--- src/rtl/mft_pkg.sv ---
// shared types and constants of the multi-turn motor angle tracker
package mft_pkg;

  // configuration register indexes
  localparam int unsigned CfgIdxW = 2;
  localparam logic [CfgIdxW-1:0] CFG_GROUP_A_BASE = 2'd0;
  localparam logic [CfgIdxW-1:0] CFG_GROUP_B_BASE = 2'd1;

  // reset values of the base identifiers
  localparam logic [10:0] GROUP_A_BASE_RST = 11'd513;
  localparam logic [10:0] GROUP_B_BASE_RST = 11'd517;

  // first slot of group b
  localparam logic [2:0] GROUP_B_FIRST_SLOT = 3'd4;

  // encoder arithmetic
  localparam logic signed [16:0] HALF_TURN = 17'sd4096;
  localparam int unsigned TurnShift = 13;  // 8191 = 2^13 - 1
  localparam logic signed [15:0] TURN_MIN = 16'sh8000;
  localparam logic signed [15:0] TURN_MAX = 16'sh7FFF;

  // depth of the queue between decode and update
  localparam int unsigned QUEUE_DEPTH = 2;

  // one decoded feedback word
  typedef struct packed {
    logic [2:0]         slot;
    logic               group_b;
    logic [15:0]        angle;
    logic signed [15:0] speed;
    logic signed [15:0] current;
    logic [7:0]         temp;
  } mft_item_t;

  // queue status toward its neighbors
  typedef struct packed {
    logic full;
    logic empty;
  } mft_queue_status_t;

endpackage

--- src/rtl/mft_front.sv ---
// front end: matches the frame id to a slot and unpacks the data bytes
module mft_front import mft_pkg::*; #(
  parameter int unsigned GROUP_SIZE = 4,
  parameter int unsigned SLOT_COUNT = 8
) (
  input  logic [10:0] group_a_base_i,
  input  logic [10:0] group_b_base_i,
  input  logic [10:0] frame_id_i,
  input  logic [7:0]  angle_high_i,
  input  logic [7:0]  angle_low_i,
  input  logic [7:0]  speed_high_i,
  input  logic [7:0]  speed_low_i,
  input  logic [7:0]  current_high_i,
  input  logic [7:0]  current_low_i,
  input  logic [7:0]  temperature_byte_i,
  output logic        mapped_o,
  output mft_item_t   item_o
);

  logic [11:0] diff_a;
  logic [11:0] diff_b;
  logic        hit_a;
  logic        hit_b;
  logic [2:0]  slot;

  // offset of the id from each group base
  assign diff_a = {1'b0, frame_id_i} - {1'b0, group_a_base_i};
  assign diff_b = {1'b0, frame_id_i} - {1'b0, group_b_base_i};
  assign hit_a  = !diff_a[11] && (diff_a[10:0] < 11'(GROUP_SIZE));
  assign hit_b  = !diff_b[11] && (diff_b[10:0] < 11'(GROUP_SIZE));

  // group a wins when both match
  always_comb begin
    if (hit_a) begin
      slot = {1'b0, diff_a[1:0]};
    end else begin
      slot = {1'b0, diff_b[1:0]} + GROUP_B_FIRST_SLOT;
    end
  end

  assign mapped_o = (hit_a || hit_b) && ({1'b0, slot} < 4'(SLOT_COUNT));

  // unpack big-endian fields
  assign item_o.slot    = slot;
  assign item_o.group_b = !hit_a;
  assign item_o.angle   = {angle_high_i, angle_low_i};
  assign item_o.speed   = $signed({speed_high_i, speed_low_i});
  assign item_o.current = $signed({current_high_i, current_low_i});
  assign item_o.temp    = temperature_byte_i;

endmodule

--- src/rtl/mft_queue.sv ---
// short fifo of decoded words between front and back end
module mft_queue import mft_pkg::*; (
  input  logic              clk_i,
  input  logic              rst_ni,
  input  logic              push_i,
  input  mft_item_t         push_item_i,
  input  logic              pop_i,
  output mft_item_t         head_o,
  output mft_queue_status_t status_o
);

  localparam int unsigned PtrW = (QUEUE_DEPTH > 1) ? $clog2(QUEUE_DEPTH) : 1;
  localparam int unsigned CntW = $clog2(QUEUE_DEPTH + 1);

  mft_item_t       mem_q [QUEUE_DEPTH];
  logic [PtrW-1:0] wr_ptr_q, wr_ptr_d;
  logic [PtrW-1:0] rd_ptr_q, rd_ptr_d;
  logic [CntW-1:0] count_q, count_d;

  assign status_o.full  = (count_q == CntW'(QUEUE_DEPTH));
  assign status_o.empty = (count_q == '0);
  assign head_o         = mem_q[rd_ptr_q];

  // pointer and fill count update
  always_comb begin
    wr_ptr_d = wr_ptr_q;
    rd_ptr_d = rd_ptr_q;
    count_d  = count_q;
    if (push_i) begin
      wr_ptr_d = (wr_ptr_q == PtrW'(QUEUE_DEPTH - 1)) ? '0 : wr_ptr_q + 1'b1;
    end
    if (pop_i) begin
      rd_ptr_d = (rd_ptr_q == PtrW'(QUEUE_DEPTH - 1)) ? '0 : rd_ptr_q + 1'b1;
    end
    if (push_i && !pop_i) begin
      count_d = count_q + 1'b1;
    end else if (pop_i && !push_i) begin
      count_d = count_q - 1'b1;
    end
  end

  always_ff @(posedge clk_i or negedge rst_ni) begin
    if (!rst_ni) begin
      wr_ptr_q <= '0;
      rd_ptr_q <= '0;
      count_q  <= '0;
    end else begin
      wr_ptr_q <= wr_ptr_d;
      rd_ptr_q <= rd_ptr_d;
      count_q  <= count_d;
    end
  end

  // storage
  always_ff @(posedge clk_i) begin
    if (push_i) begin
      mem_q[wr_ptr_q] <= push_item_i;
    end
  end

  // no push into a full queue, no pop from an empty one
  assert property (@(posedge clk_i) disable iff (!rst_ni) !(push_i && status_o.full))
    else $error("push into full queue");
  assert property (@(posedge clk_i) disable iff (!rst_ni) !(pop_i && status_o.empty))
    else $error("pop from empty queue");

endmodule

--- src/rtl/mft_back.sv ---
// back end: per-slot angle unwrap and the registered result word
module mft_back import mft_pkg::*; #(
  parameter int unsigned SLOT_COUNT = 8
) (
  input  logic               clk_i,
  input  logic               rst_ni,
  input  logic               item_valid_i,
  input  mft_item_t          item_i,
  output logic               take_o,
  output logic               out_valid_o,
  input  logic               out_ready_i,
  output logic [2:0]         motor_slot_o,
  output logic [15:0]        rotor_angle_o,
  output logic signed [15:0] rotor_speed_o,
  output logic signed [15:0] torque_current_o,
  output logic [7:0]         temperature_o,
  output logic signed [29:0] total_angle_o,
  output logic signed [15:0] turn_count_o
);

  localparam int unsigned IdxW = (SLOT_COUNT > 1) ? $clog2(SLOT_COUNT) : 1;

  logic [15:0]          prev_q  [SLOT_COUNT];
  logic signed [15:0]   round_q [SLOT_COUNT];
  logic [SLOT_COUNT-1:0] seen_q;

  logic                 out_valid_q;
  logic [IdxW-1:0]      idx;
  logic [15:0]          prev;
  logic signed [15:0]   rounds;
  logic signed [15:0]   rounds_d;
  logic signed [29:0]   rounds_w;
  logic signed [29:0]   total_d;
  logic signed [16:0]   delta;
  logic                 count_now;

  // take the head word when the result register is free or draining
  assign take_o      = item_valid_i && (!out_valid_q || out_ready_i);
  assign out_valid_o = out_valid_q;

  // read the slot state
  assign idx    = item_i.slot[IdxW-1:0];
  assign prev   = prev_q[idx];
  assign rounds = round_q[idx];

  // total angle from the round count held before this word
  assign rounds_w = {{14{rounds[15]}}, rounds};
  assign total_d  = $signed({14'b0, item_i.angle}) + (rounds_w <<< TurnShift) - rounds_w;

  // unwrap with saturation; first group b word only marks the slot
  assign delta     = $signed({1'b0, item_i.angle}) - $signed({1'b0, prev});
  assign count_now = !(item_i.group_b && !seen_q[idx]);

  always_comb begin
    rounds_d = rounds;
    if (count_now) begin
      if (delta > HALF_TURN) begin
        if (rounds != TURN_MIN) begin
          rounds_d = rounds - 16'sd1;
        end
      end else if (delta < -HALF_TURN) begin
        if (rounds != TURN_MAX) begin
          rounds_d = rounds + 16'sd1;
        end
      end
    end
  end

  // slot store
  always_ff @(posedge clk_i or negedge rst_ni) begin
    if (!rst_ni) begin
      for (int i = 0; i < SLOT_COUNT; i++) begin
        prev_q[i]  <= '0;
        round_q[i] <= '0;
      end
      seen_q <= '0;
    end else if (take_o) begin
      prev_q[idx]  <= item_i.angle;
      round_q[idx] <= rounds_d;
      if (item_i.group_b) begin
        seen_q[idx] <= 1'b1;
      end
    end
  end

  // result valid
  always_ff @(posedge clk_i or negedge rst_ni) begin
    if (!rst_ni) begin
      out_valid_q <= 1'b0;
    end else if (take_o) begin
      out_valid_q <= 1'b1;
    end else if (out_ready_i) begin
      out_valid_q <= 1'b0;
    end
  end

  // result payload
  always_ff @(posedge clk_i) begin
    if (take_o) begin
      motor_slot_o     <= item_i.slot;
      rotor_angle_o    <= item_i.angle;
      rotor_speed_o    <= item_i.speed;
      torque_current_o <= item_i.current;
      temperature_o    <= item_i.temp;
      total_angle_o    <= total_d;
      turn_count_o     <= rounds_d;
    end
  end

  // a taken word always shows up as a result next cycle
  assert property (@(posedge clk_i) disable iff (!rst_ni) take_o |=> out_valid_q)
    else $error("taken word produced no result");
  // group a words never touch the seen flags
  assert property (@(posedge clk_i) disable iff (!rst_ni)
      (take_o && !item_i.group_b) |=> (seen_q == $past(seen_q)))
    else $error("group a word changed a seen flag");

endmodule

--- src/rtl/motor_feedback_multiturn_tracker_top.sv ---
// top level of the multi-turn motor angle tracker
// Takes one motor feedback frame per word and, for ids that map to a slot of
// group a or group b, returns one result word with the unpacked fields, the
// total angle and the updated turn count; unmapped ids are consumed with no
// result. Throughput is one word per cycle while out_ready_i is high; the back
// end reads, unwraps and writes the slot store as it takes a word, and the
// result register loads when free, once the word heads the two-word queue.
// The queue lets input keep flowing while a result waits. Base ids are written
// through the plain write port and must only change while the block is idle.
module motor_feedback_multiturn_tracker_top import mft_pkg::*; #(
  parameter int unsigned GROUP_SIZE = 4,
  parameter int unsigned SLOT_COUNT = 8
) (
  input  logic               clk_i,
  input  logic               rst_ni,
  input  logic               cfg_we_i,
  input  logic [CfgIdxW-1:0] cfg_idx_i,
  input  logic [10:0]        cfg_wdata_i,
  input  logic               in_valid_i,
  output logic               in_ready_o,
  input  logic [10:0]        frame_id_i,
  input  logic [7:0]         angle_high_i,
  input  logic [7:0]         angle_low_i,
  input  logic [7:0]         speed_high_i,
  input  logic [7:0]         speed_low_i,
  input  logic [7:0]         current_high_i,
  input  logic [7:0]         current_low_i,
  input  logic [7:0]         temperature_byte_i,
  output logic               out_valid_o,
  input  logic               out_ready_i,
  output logic [2:0]         motor_slot_o,
  output logic [15:0]        rotor_angle_o,
  output logic signed [15:0] rotor_speed_o,
  output logic signed [15:0] torque_current_o,
  output logic [7:0]         temperature_o,
  output logic signed [29:0] total_angle_o,
  output logic signed [15:0] turn_count_o
);

  logic [10:0]       group_a_base_q;
  logic [10:0]       group_b_base_q;
  logic              mapped;
  mft_item_t         front_item;
  mft_item_t         head_item;
  mft_queue_status_t q_status;
  logic              push;
  logic              take;

  // base id registers
  always_ff @(posedge clk_i or negedge rst_ni) begin
    if (!rst_ni) begin
      group_a_base_q <= GROUP_A_BASE_RST;
      group_b_base_q <= GROUP_B_BASE_RST;
    end else if (cfg_we_i) begin
      unique case (cfg_idx_i)
        CFG_GROUP_A_BASE: group_a_base_q <= cfg_wdata_i;
        CFG_GROUP_B_BASE: group_b_base_q <= cfg_wdata_i;
        default: ;
      endcase
    end
  end

  mft_front #(
    .GROUP_SIZE(GROUP_SIZE),
    .SLOT_COUNT(SLOT_COUNT)
  ) u_front (
    .group_a_base_i     (group_a_base_q),
    .group_b_base_i     (group_b_base_q),
    .frame_id_i         (frame_id_i),
    .angle_high_i       (angle_high_i),
    .angle_low_i        (angle_low_i),
    .speed_high_i       (speed_high_i),
    .speed_low_i        (speed_low_i),
    .current_high_i     (current_high_i),
    .current_low_i      (current_low_i),
    .temperature_byte_i (temperature_byte_i),
    .mapped_o           (mapped),
    .item_o             (front_item)
  );

  // accept while the queue has room; only mapped words are queued
  assign in_ready_o = !q_status.full;
  assign push       = in_valid_i && in_ready_o && mapped;

  mft_queue u_queue (
    .clk_i       (clk_i),
    .rst_ni      (rst_ni),
    .push_i      (push),
    .push_item_i (front_item),
    .pop_i       (take),
    .head_o      (head_item),
    .status_o    (q_status)
  );

  mft_back #(
    .SLOT_COUNT(SLOT_COUNT)
  ) u_back (
    .clk_i            (clk_i),
    .rst_ni           (rst_ni),
    .item_valid_i     (!q_status.empty),
    .item_i           (head_item),
    .take_o           (take),
    .out_valid_o      (out_valid_o),
    .out_ready_i      (out_ready_i),
    .motor_slot_o     (motor_slot_o),
    .rotor_angle_o    (rotor_angle_o),
    .rotor_speed_o    (rotor_speed_o),
    .torque_current_o (torque_current_o),
    .temperature_o    (temperature_o),
    .total_angle_o    (total_angle_o),
    .turn_count_o     (turn_count_o)
  );

endmodule
--- config.mk ---
export PLATFORM = sky130hd
export DESIGN_NAME = motor_feedback_multiturn_tracker_top
export DESIGN_NICKNAME = d
export VERILOG_FILES = /design/src/rtl/mft_pkg.sv /design/src/rtl/mft_front.sv /design/src/rtl/mft_queue.sv /design/src/rtl/mft_back.sv /design/src/rtl/motor_feedback_multiturn_tracker_top.sv
export SDC_FILE = /design/constraint.sdc
export NUM_CORES = 1
export LEC_CHECK = 0
export BUFFER_PORTS_ARGS = -buffer_cell sky130_fd_sc_hd__buf_4
export CAP_MARGIN = 40
export CORE_UTILIZATION = 60
export DETAILED_ROUTE_END_ITERATION = 10
export PLACE_DENSITY = 0.82
export SYNTH_ARGS = -nofsm -noshare
export SYNTH_HDL_FRONTEND = slang
export SYNTH_SLANG_ARGS = --single-unit
--- constraint.sdc ---
create_clock -name clk_i -period 6.3 [get_ports clk_i]
set_input_delay 1.26 -clock clk_i [delete_from_list [all_inputs] [get_ports clk_i]]
set_output_delay 1.26 -clock clk_i [all_outputs]
set_load 0.1 [all_outputs]
# == Word-level counts from Yosys, hierarchy flattened ==
# Memories as Yosys holds them, arrays and structs flattened.
# Cells that the tools add are included.
# op_classes
n_lt_le_gt_ge,8
multipliers,0
n_reduce_logical,28
mux,28
n_eq_ne,4
n_bitwise,2
n_shift,0
add_sub_neg,12
n_div,0
# ops
op,count
128-bit bitwise mux,2
16-bit two-way mux,10
16-bit binary-select mux with 3-bit select,2
16-bit demux with 3-bit select,1
"16-bit inequality test, second input constant",2
17-bit by 29-bit adder with 30-bit output,1
30-bit by 16-bit subtractor with 30-bit output,1
11-bit by 11-bit subtractor with 12-bit output,2
"11-bit by 3-bit < comparator with 1-bit output, second input constant",2
"17-bit by 14-bit > comparator with 1-bit output, second input constant",1
"17-bit by 13-bit < comparator with 1-bit output, second input constant",1
16-bit by 16-bit subtractor with 17-bit output,1
"16-bit by 2-bit adder with 16-bit output, second input constant",1
"16-bit by 2-bit subtractor with 16-bit output, second input constant",1
1-bit logical AND,10
1-bit zero test,9
1-bit two-way mux,8
8-bit OR,1
2-bit AND reduction,3
"4-bit >= comparator, second input constant",1
2-bit zero test,2
"3-bit by 4-bit < comparator with 1-bit output, second input constant",1
"4-bit by 1-bit < comparator with 1-bit output, second input constant",1
2-bit two-way mux,2
other kinds (13),16
# totals
latch_bits,0
mem_bits_ro,0
mem_bits_rw,120
out_inout_bits,107
word_cells,113
register_bits,396
n_memories,1
# memory_table
name,depth,word_bits,read_ports,rd_ports_with_merged_regs,write_ports,line_no,rtl
u_queue.mem_q,2,60,1,0,1,mft_queue.sv:15,mft_item_t mem_q [QUEUE_DEPTH];

# == Longest topological paths before layout ==
# Gate-level depths: netlist of run 1.
# An unclocked memory read counts as a cell.
# depth
ltp_word,11
ltp_mapped,23
ltp_nobuf,20

# == By module ==
# Synthesis of run 1 repeated with hierarchy kept, for this count alone.
# unflattened
hier_cells,1981
hier_area_um2,25210.4
# modules_own_cells
module,cells_each,instances,area_per_inst_um2
mft_back,1525,1,18042.3
mft_queue,203,1,4818.4
mft_front,202,1,1492.7
motor_feedback_multiturn_tracker_top,51,1,857.1

# == Worst setup path after synthesis of run 1 ==
# OpenSTA, ideal clock, no wires.
# synth_timing
kind,input to register
startpoint,in frame_id_i[0]
endpoint,mem u_queue.mem_q[0][0] (netlist bit) (enable)
setup_ns,0.483
setup_slack_ns,-0.403
cell_stages,13
required_time_ns,5.817
arrival_ns,6.220
cell_sequence,inv_1 ha_1 fa_1 nor2b_1 o21ai_0 a21boi_0 o31ai_1 a21oi_1 o21ai_0 a211oi_1 o2111ai_1 o32ai_1 nor2b_1
# synth_between
elab_chain_len,7
elab_cells_between_ends,12
cone_classes,add/sub: 2; order compare: 2; mux: 2; reduce/logical: 6
# synth_lines
item,line_no,rtl
"start, declared",motor_feedback_multiturn_tracker_top.sv:21,"input logic [10:0] frame_id_i,"
11-bit by 11-bit subtractor with 12-bit output (on tied branches),"mft_front.sv:27, mft_front.sv:28",
11-bit by 3-bit < comparator with 1-bit output (tied with other cells),mft_front.sv:29,assign hit_a = !diff_a[11] && (diff_a[10:0] < 11'(GROUP_SIZE));
1-bit logical AND (on tied branches),"mft_front.sv:29, mft_front.sv:30",
1-bit logical OR *,mft_front.sv:41,"assign mapped_o = (hit_a || hit_b) && ({1'b0, slot} < 4'(SLOT_COUNT));"
1-bit logical AND *,motor_feedback_multiturn_tracker_top.sv:83,assign push = in_valid_i && in_ready_o && mapped;
1-bit two-way mux *,mft_queue.sv:56,if (push_i) begin
1-bit two-way mux (not written as such) *,mft_queue.sv:57,mem_q[wr_ptr_q] <= push_item_i;
"end, declared",mft_queue.sv:15,
# Mark *: on every way between the ends. The rest lies on a longest branch, timed or not.

# == Worst setup path in the final report of run 1 ==
# layout_timing
startpoint,reg u_queue.rd_ptr_q
endpoint,reg u_back.turn_count_o[6] (data pin)
# layout_between
elab_chain_len,10
elab_cells_between_ends,24
cone_classes,add/sub: 3; order compare: 2; eq/ne: 2; mux: 13; bitwise: 1; reduce/logical: 2; memory: 1
# layout_lines
item,line_no,rtl
"start, declared",mft_queue.sv:17,"logic [PtrW-1:0] rd_ptr_q, rd_ptr_d;"
"start signal, assigned",mft_queue.sv:49,rd_ptr_q <= rd_ptr_d;
memory 2 x 60 bit *,-,
3-bit inverter with 4-bit output (not written as such),"mft_back.sv:43, mft_back.sv:44",
16-bit binary-select mux with 3-bit select (on tied branches),"mft_back.sv:43, mft_back.sv:44",
16-bit two-way mux (on tied branches) (2 in series),"mft_back.sv:43, mft_back.sv:44",
16-bit by 16-bit subtractor with 17-bit output (tied with other cells),mft_back.sv:51,"assign delta = $signed({1'b0, item_i.angle}) - $signed({1'b0, prev});"
17-bit by 13-bit < comparator with 1-bit output or 16-bit two-way mux (tied branches),"mft_back.sv:61, mft_back.sv:62",
16-bit two-way mux,mft_back.sv:61,end else if (delta < -HALF_TURN) begin
16-bit two-way mux,mft_back.sv:57,if (delta > HALF_TURN) begin
16-bit two-way mux *,mft_back.sv:56,if (count_now) begin
named net u_back.rounds_d[6],mft_back.sv:31,logic signed [15:0] rounds_d;
"end signal, assigned",mft_back.sv:106,turn_count_o <= rounds_d;
"end, declared",mft_back.sv:18,output logic signed [15:0] turn_count_o
# Mark *: on every way through the listed nets, which the timed path passes. The rest lies on a longest branch. The select of a mux whose other input is x is not followed.
# A chain may end at the register's enable or synchronous reset.

==> metrics, run 1 <==
family with the most delay on the worst path=compound AO/OA/AOI/OAI gates; sequential share of the synthesized area=57.1%; die height=203 µm; post-synthesis mux area share=5.01%; HPWL after DPL=43000 µm; pin count of the biggest net entering global routing=158; Ports=192; reg2reg setup slack=310 ps; Initial Utilization=61.1%; final wirelength=63700 µm; crit path kind=reg -> reg; Syn. warnings=0; crit path from=u_queue.rd_ptr_q; Area growth syn-to-layout=17.0%; Worst Path Max Fanout=19; dpl cell area=0.0266 mm²; ys flop type=dfrtp_1; clock transition at the registers of the reported paths=60 ps; #FFs+latches synth=510; TritonCTS clock tree=built; worst-margin pin slew=949 ps; Remaining DRCs=0; Clock Skew=35.0 ps; die width=203 µm; Synth Instances=2148; Routed Antenna Nets=0; CTS Buffer Depth=3; Critical R2R Launch=u_queue.rd_ptr_q; ant diodes=0; Setup crit end kind=flip-flop; share of post-route cells with drive strength above 1=19.4%; final max-slew violation count=0; worst hold slack=471 ps; number of synthesized flops with an enable pin=223; # hold bufs at CTS=0; Fillers=2729; xor/xnor cell area share of the yosys netlist=2.15%; WP depth=20; fmax=0.167 GHz; final weighted congestion in routability-driven placement=0.924; worst hold path startpoint=u_back.seen_q[6]; PortBufs=191; largest family of logic cells by synthesized area=compound AO/OA/AOI/OAI gates; status=finished, final reports clean; period utilisation layout=95.1%; Synth Area in Simple Gates=10.7%; Non-Filler Instances=2928; wire per inst=21.8 µm; CP required=6630 ps; GRT overflow=0; Synth Net Count=2336; gr usage total=31.2%; worst-path cell chain=mux2i_4 -> inv_2 -> buf_4 -> nand3_1 -> buf_4 -> o22ai_1 -> nor3_1 -> ha_1 -> inv_1 -> fa_1 -> a21o_1 -> a221oi_1 -> o21ai_0 -> a211oi_1 -> xnor2_1 -> o31ai_2 -> nand2_1 -> a221o_1 -> xnor2_2 -> inv_1; share of synthesized flip-flops with an asynchronous set or reset=56.3%; slowest library cell on the worst path=dfrtp_4; drt initial violations=1752; Final min period=5990 ps; Num Clock Sinks=510; Bufs and invs on worst path=5; Cell Area, Synth=0.0243 mm²; clock root buffer=clkbuf_16; core box area=0.0398 mm²; Placed Cells=2830; first-pass GRT wire length=99700 µm; most frequent cells in the layout=340 x nand2_1, 281 x dfrtp_1, 252 x o21ai_0; final setup vio count=0; Min-Delay Path Depth=1; DRT Pass-1 Iters=8; register area=0.0139 mm²; Netlist cell types=99; routed vias/inst=6.24; Synth Area in Compound Gates=16.2%; commonest non-fill, non-tap cell in the layout=nand2_1; H-tree levels=2; post-synthesis adder-cell area fraction=5.55%; via count=18280; Syn Area/Cell=11.3 µm²; setup TNS=0 ps; Register-to-Register Path Depth=20; critical path data arrival time=6330 ps; Hold/Removal Path Class=reg -> reg; initial antenna violation count=0; slowest stage delay, CP=640 ps; Max Cap Viol=0; Row Count=73; vias in the first global route=18108; nets@finish=2548; Slew HR=36.7%; Final Cell Area=0.0285 mm²; multi-input logic area=0.00966 mm²; unrepaired setup endpoints after global routing=no; Worst Setup Start Kind=flip-flop; clk_lat worst skew=620 ps; Num CTS Buffers=52; Die ar.=0.0413 mm²; final count of hold timing violations=0
==> final timing paths <==
| path | end |
|---|---|
| min in group asynchronous | u_back.round_q[28] |
| max in group asynchronous | u_back.prev_q[3] |
| max | u_back.turn_count_o[6] |
| min | u_back.seen_q[6] |
| min reg2reg | u_back.seen_q[6] |
| max reg2reg | u_back.turn_count_o[6] |
==> what timing repair did <==
action                     in CTS  in global routing
buffers inserted                0                  1
resized for setup               0                  0
setup endpoints to repair       0                 15
==> metal layers <==
layer,GRT usage (%),vias to the layer above,share of wire (%)
met4,10.1,0,2.7
met3,8.80,145,10
li1,-,8259,-
met1,40.8,8911,39
met5,0,-,0
met2,50.4,965,48
==> through the flow <==
stage / utilization [%] / setup slack [ps]
2_1_floorplan: - / 702
3_3_place_gp: 66.7 / 459
3_5_place_dp: 66.8 / 361
4_1_cts: 71.4 / 325
5_1_grt: 71.5 / 53.1
6_report: 71.5 / 306
==> synthesized netlist by cell type (all sizes together) (8+ instances only) <==
| master | count | area share [%] |
|---|---|---|
| nand3 | 23 | 0.52 |
| o31a | 8 | 0.29 |
| a211oi | 10 | 0.33 |
| o22ai | 41 | 1.1 |
| a221o | 14 | 0.58 |
| buf | 21 | 0.51 |
| a22o | 13 | 0.47 |
| a22oi | 12 | 0.47 |
| dfrtp | 282 | 29 |
| o21a | 13 | 0.40 |
| nor2b | 8 | 0.21 |
| edfxtp | 223 | 28 |
| a21oi | 53 | 1.1 |
| nand2 | 348 | 5.4 |
| a221oi | 12 | 0.65 |
| clkbuf | 76 | 1.2 |
| inv | 106 | 1.6 |
| xnor2 | 37 | 1.6 |
| mux2 | 57 | 2.6 |
| o21ai | 315 | 6.5 |
| o221ai | 10 | 0.39 |
| and2 | 12 | 0.32 |
| and3 | 10 | 0.26 |
| nand2b | 15 | 0.39 |
| a21boi | 9 | 0.28 |
| nand4 | 9 | 0.23 |
| nor3 | 20 | 0.45 |
| a21o | 22 | 0.68 |
| nor4 | 10 | 0.43 |
| mux2i | 47 | 2.1 |
| ha | 95 | 4.9 |
| or3 | 12 | 0.31 |
| nor2 | 66 | 1.1 |
| fa | 8 | 0.66 |
| xor2 | 14 | 0.50 |
==> cell families after synthesis <==
family                   Yosys count
flip-flops                       510
AO/OA/AOI/OAI                    611
XOR/XNOR                          51
multiplexers                     107
buffers and inverters            203
adder cells (fa/ha/maj)          103
AND/OR/NAND/NOR                  563
==> cell type report <==
class | instances | area share (%)
clock inverter | 41 | 1.65
inverter | 106 | 1.41
multi-input combinational | 1435 | 34.0
clock buffer | 56 | 4.78
sequential | 510 | 48.8
timing repair buffer | 255 | 7.08
tap | 525 | 2.31
==> flip-flops by register name (all words and copies together), names as in the netlist, 2 cells and up <==
signal and cells:
group_a_base_q 11, u_back.motor_slot_o 3, u_back.torque_current_o 16, u_back.round_q 128, u_back.temperature_o 8, u_back.rotor_speed_o 16
u_back.turn_count_o 16, u_back.seen_q 4, group_b_base_q 11, u_back.prev_q 128, u_queue.count_q 2, u_queue.mem_q 118
u_back.rotor_angle_o 16, u_back.total_angle_o 30
Power of run 1 is left out: the tool's default activity adds up to more than one toggle a clock period on the data nets, which glitch-free logic cannot reach.
==> run 2: changes to the inputs <==
CORE_UTILIZATION = 65   (was 60)
PLACE_DENSITY = 0.87   (was 0.82)
clock period = 7.29 ns   (was 6.3 ns; I/O delays follow)
==> metrics, run 2 (synthesized netlist as in run 1, its figures left out) <==
HPWL after DPL=41900 µm (-2.5%); ant diodes=0 (unchanged); final weighted congestion in routability-driven placement=0.991 (+7.2%); Remaining DRCs=0 (unchanged); period utilisation layout=91.7% (-3.4 points); worst-path cell chain=mux2i_4 -> inv_2 -> nor2_1 -> nand2_1 -> o22ai_1 -> nor3_1 -> o311ai_0 -> ha_1 -> nor2b_1 -> o31a_1 -> o221a_1 -> or4_1 -> a31o_2 -> o31ai_2 -> nand2_1 -> a221o_1 -> xnor2_2 -> inv_1; Worst Path Max Fanout=31 (+12); Area growth syn-to-layout=15.3%; die width=195 µm (-3.9%); worst hold path startpoint=u_back.seen_q[4]; nets@finish=2526 (-0.86%); Final min period=6690 ps (+691 ps); Clock Skew=17.0 ps (-17.9 ps); commonest non-fill, non-tap cell in the layout=nand2_1; Initial Utilization=66.3% (+5.2 points); unrepaired setup endpoints after global routing=no; biggest regs=u_back.prev_q (128), u_back.round_q (128), u_queue.mem_q (118); critical path data arrival time=7020 ps (+690 ps); final count of hold timing violations=0 (unchanged); die height=195 µm (-3.9%); clock root buffer=clkbuf_16; final setup vio count=0 (unchanged); pin count of the biggest net entering global routing=146 (-7.6%); Die ar.=0.0382 mm² (-7.6%); Util after Layout=76.4% (+4.9 points); DRT Pass-1 Iters=8 (unchanged); CTS Buffer Depth=3 (unchanged); Setup WS pre-CTS=853 ps (+493 ps); Slew HR=23.4% (-13 points); crit-path most repeated cell=nand2_1; post-CTS setup repair buffer count=0 (unchanged); clk_lat worst skew=610 ps (about the same); via count=18527 (+1.4%); Num CTS Buffers=49 (-5.8%); H-tree levels=2 (unchanged); TritonCTS clock tree=built; crit path kind=reg -> reg; final max-slew violation count=0 (unchanged); Num Clock Sinks=510 (unchanged); worst-margin pin slew=1150 ps (+201 ps); initial antenna violation count=0 (unchanged); Setup crit end kind=flip-flop; most frequent cells in the layout=340 x nand2_1, 281 x dfrtp_1, 252 x o21ai_0; Ports=192 (unchanged); share of post-route cells with drive strength above 1=18.8% (-0.59 points); gr usage total=33.6% (+2.4 points); slowest library cell on the worst path=dfrtp_4; fmax=0.150 GHz (-10%); drt initial violations=1954 (+12%); clock transition at the registers of the reported paths=60 ps (about the same); CP required=7630 ps (+1000 ps); Row Count=70 (-4.1%); Hold/Removal Path Class=reg -> reg; Critical R2R Launch=u_queue.rd_ptr_q; setup TNS=0 ps (unchanged); GRT overflow=0 (unchanged); wire per inst=22.4 µm (+2.8%); core box area=0.0367 mm² (-7.8%); PortBufs=191 (unchanged); # hold bufs at CTS=0 (unchanged); Routed Antenna Nets=0 (unchanged); vias in the first global route=18406 (+1.6%); final wirelength=63700 µm (-0.11%); slowest stage delay, CP=710 ps (+70 ps); routed vias/inst=6.51 (+4.3%); Worst Setup Start Kind=flip-flop; crit path from=u_queue.rd_ptr_q; post-cts repair resize count=0 (unchanged); Max Cap Viol=0 (unchanged); worst hold slack=477 ps (+5.22 ps); status=finished, final reports clean; setup ws final=605 ps (+299 ps); first-pass GRT wire length=99300 µm (-0.39%)
[run 2: changes by cell type in the layout (fill, tap and decap cells not counted), sizes merged]
cell,previous run,this run
buf,255,236
clkbuf,56,74
clkinv,24,13
bufinv,9,1
inv,111,108
clkinvlp,3,1
[run 2: through the flow]
step | area [µm²] | instances
after global routing | 28000 | 2846
final | 28000 | 2846
after detailed placement | 26400 | 2755
after CTS | 28000 | 2846
after global placement | 26300 | 2752
after floorplan | 24300 | 2148
[run 2: worst paths after layout]
path | endpoint | slack [ps] | cells past startpoint
max | u_back.turn_count_o[6] | 600 | 18
min | u_back.seen_q[4] | 480 | 1
max reg2reg | u_back.turn_count_o[6] | 600 | 18
min reg2reg | u_back.seen_q[4] | 480 | 1
max in group asynchronous | u_back.prev_q[20] | 4870 | 2
min in group asynchronous | u_back.round_q[53] | 1040 | 1
[run 2: per-layer routing]
layer / GRT usage (%) / up-vias / routed length [µm]
met4: 14.8 / 0 / 2430
met3: 7.06 / 183 / 5960
met1: 43.0 / 9059 / 24700
met2: 55.4 / 1083 / 30600
met5: 0 / - / 0
li1: - / 8202 / -
[run 2: worst max-delay path: cells and delay by family (launching register included)]
family,cells,cell delay [ps]
multiplexers,1,570
AO/OA/AOI/OAI,7,2220
buffers and inverters,2,360
XOR/XNOR,1,460
adder cells (fa/ha/maj),1,360
AND/OR/NAND/NOR,6,1710
flip-flops,1,710
[run 2: area by class of cell]
cell class	count	area [µm²]
Clock buffer	74	1500
Inverter	106	400
Fill cell	2201	8660
Clock inverter	17	171
Multi-Input combinational cell	1435	9660
Sequential cell	510	13900
Tap cell	468	586
Timing Repair Buffer	236	1820
Power of run 2 is left out for the same reason.
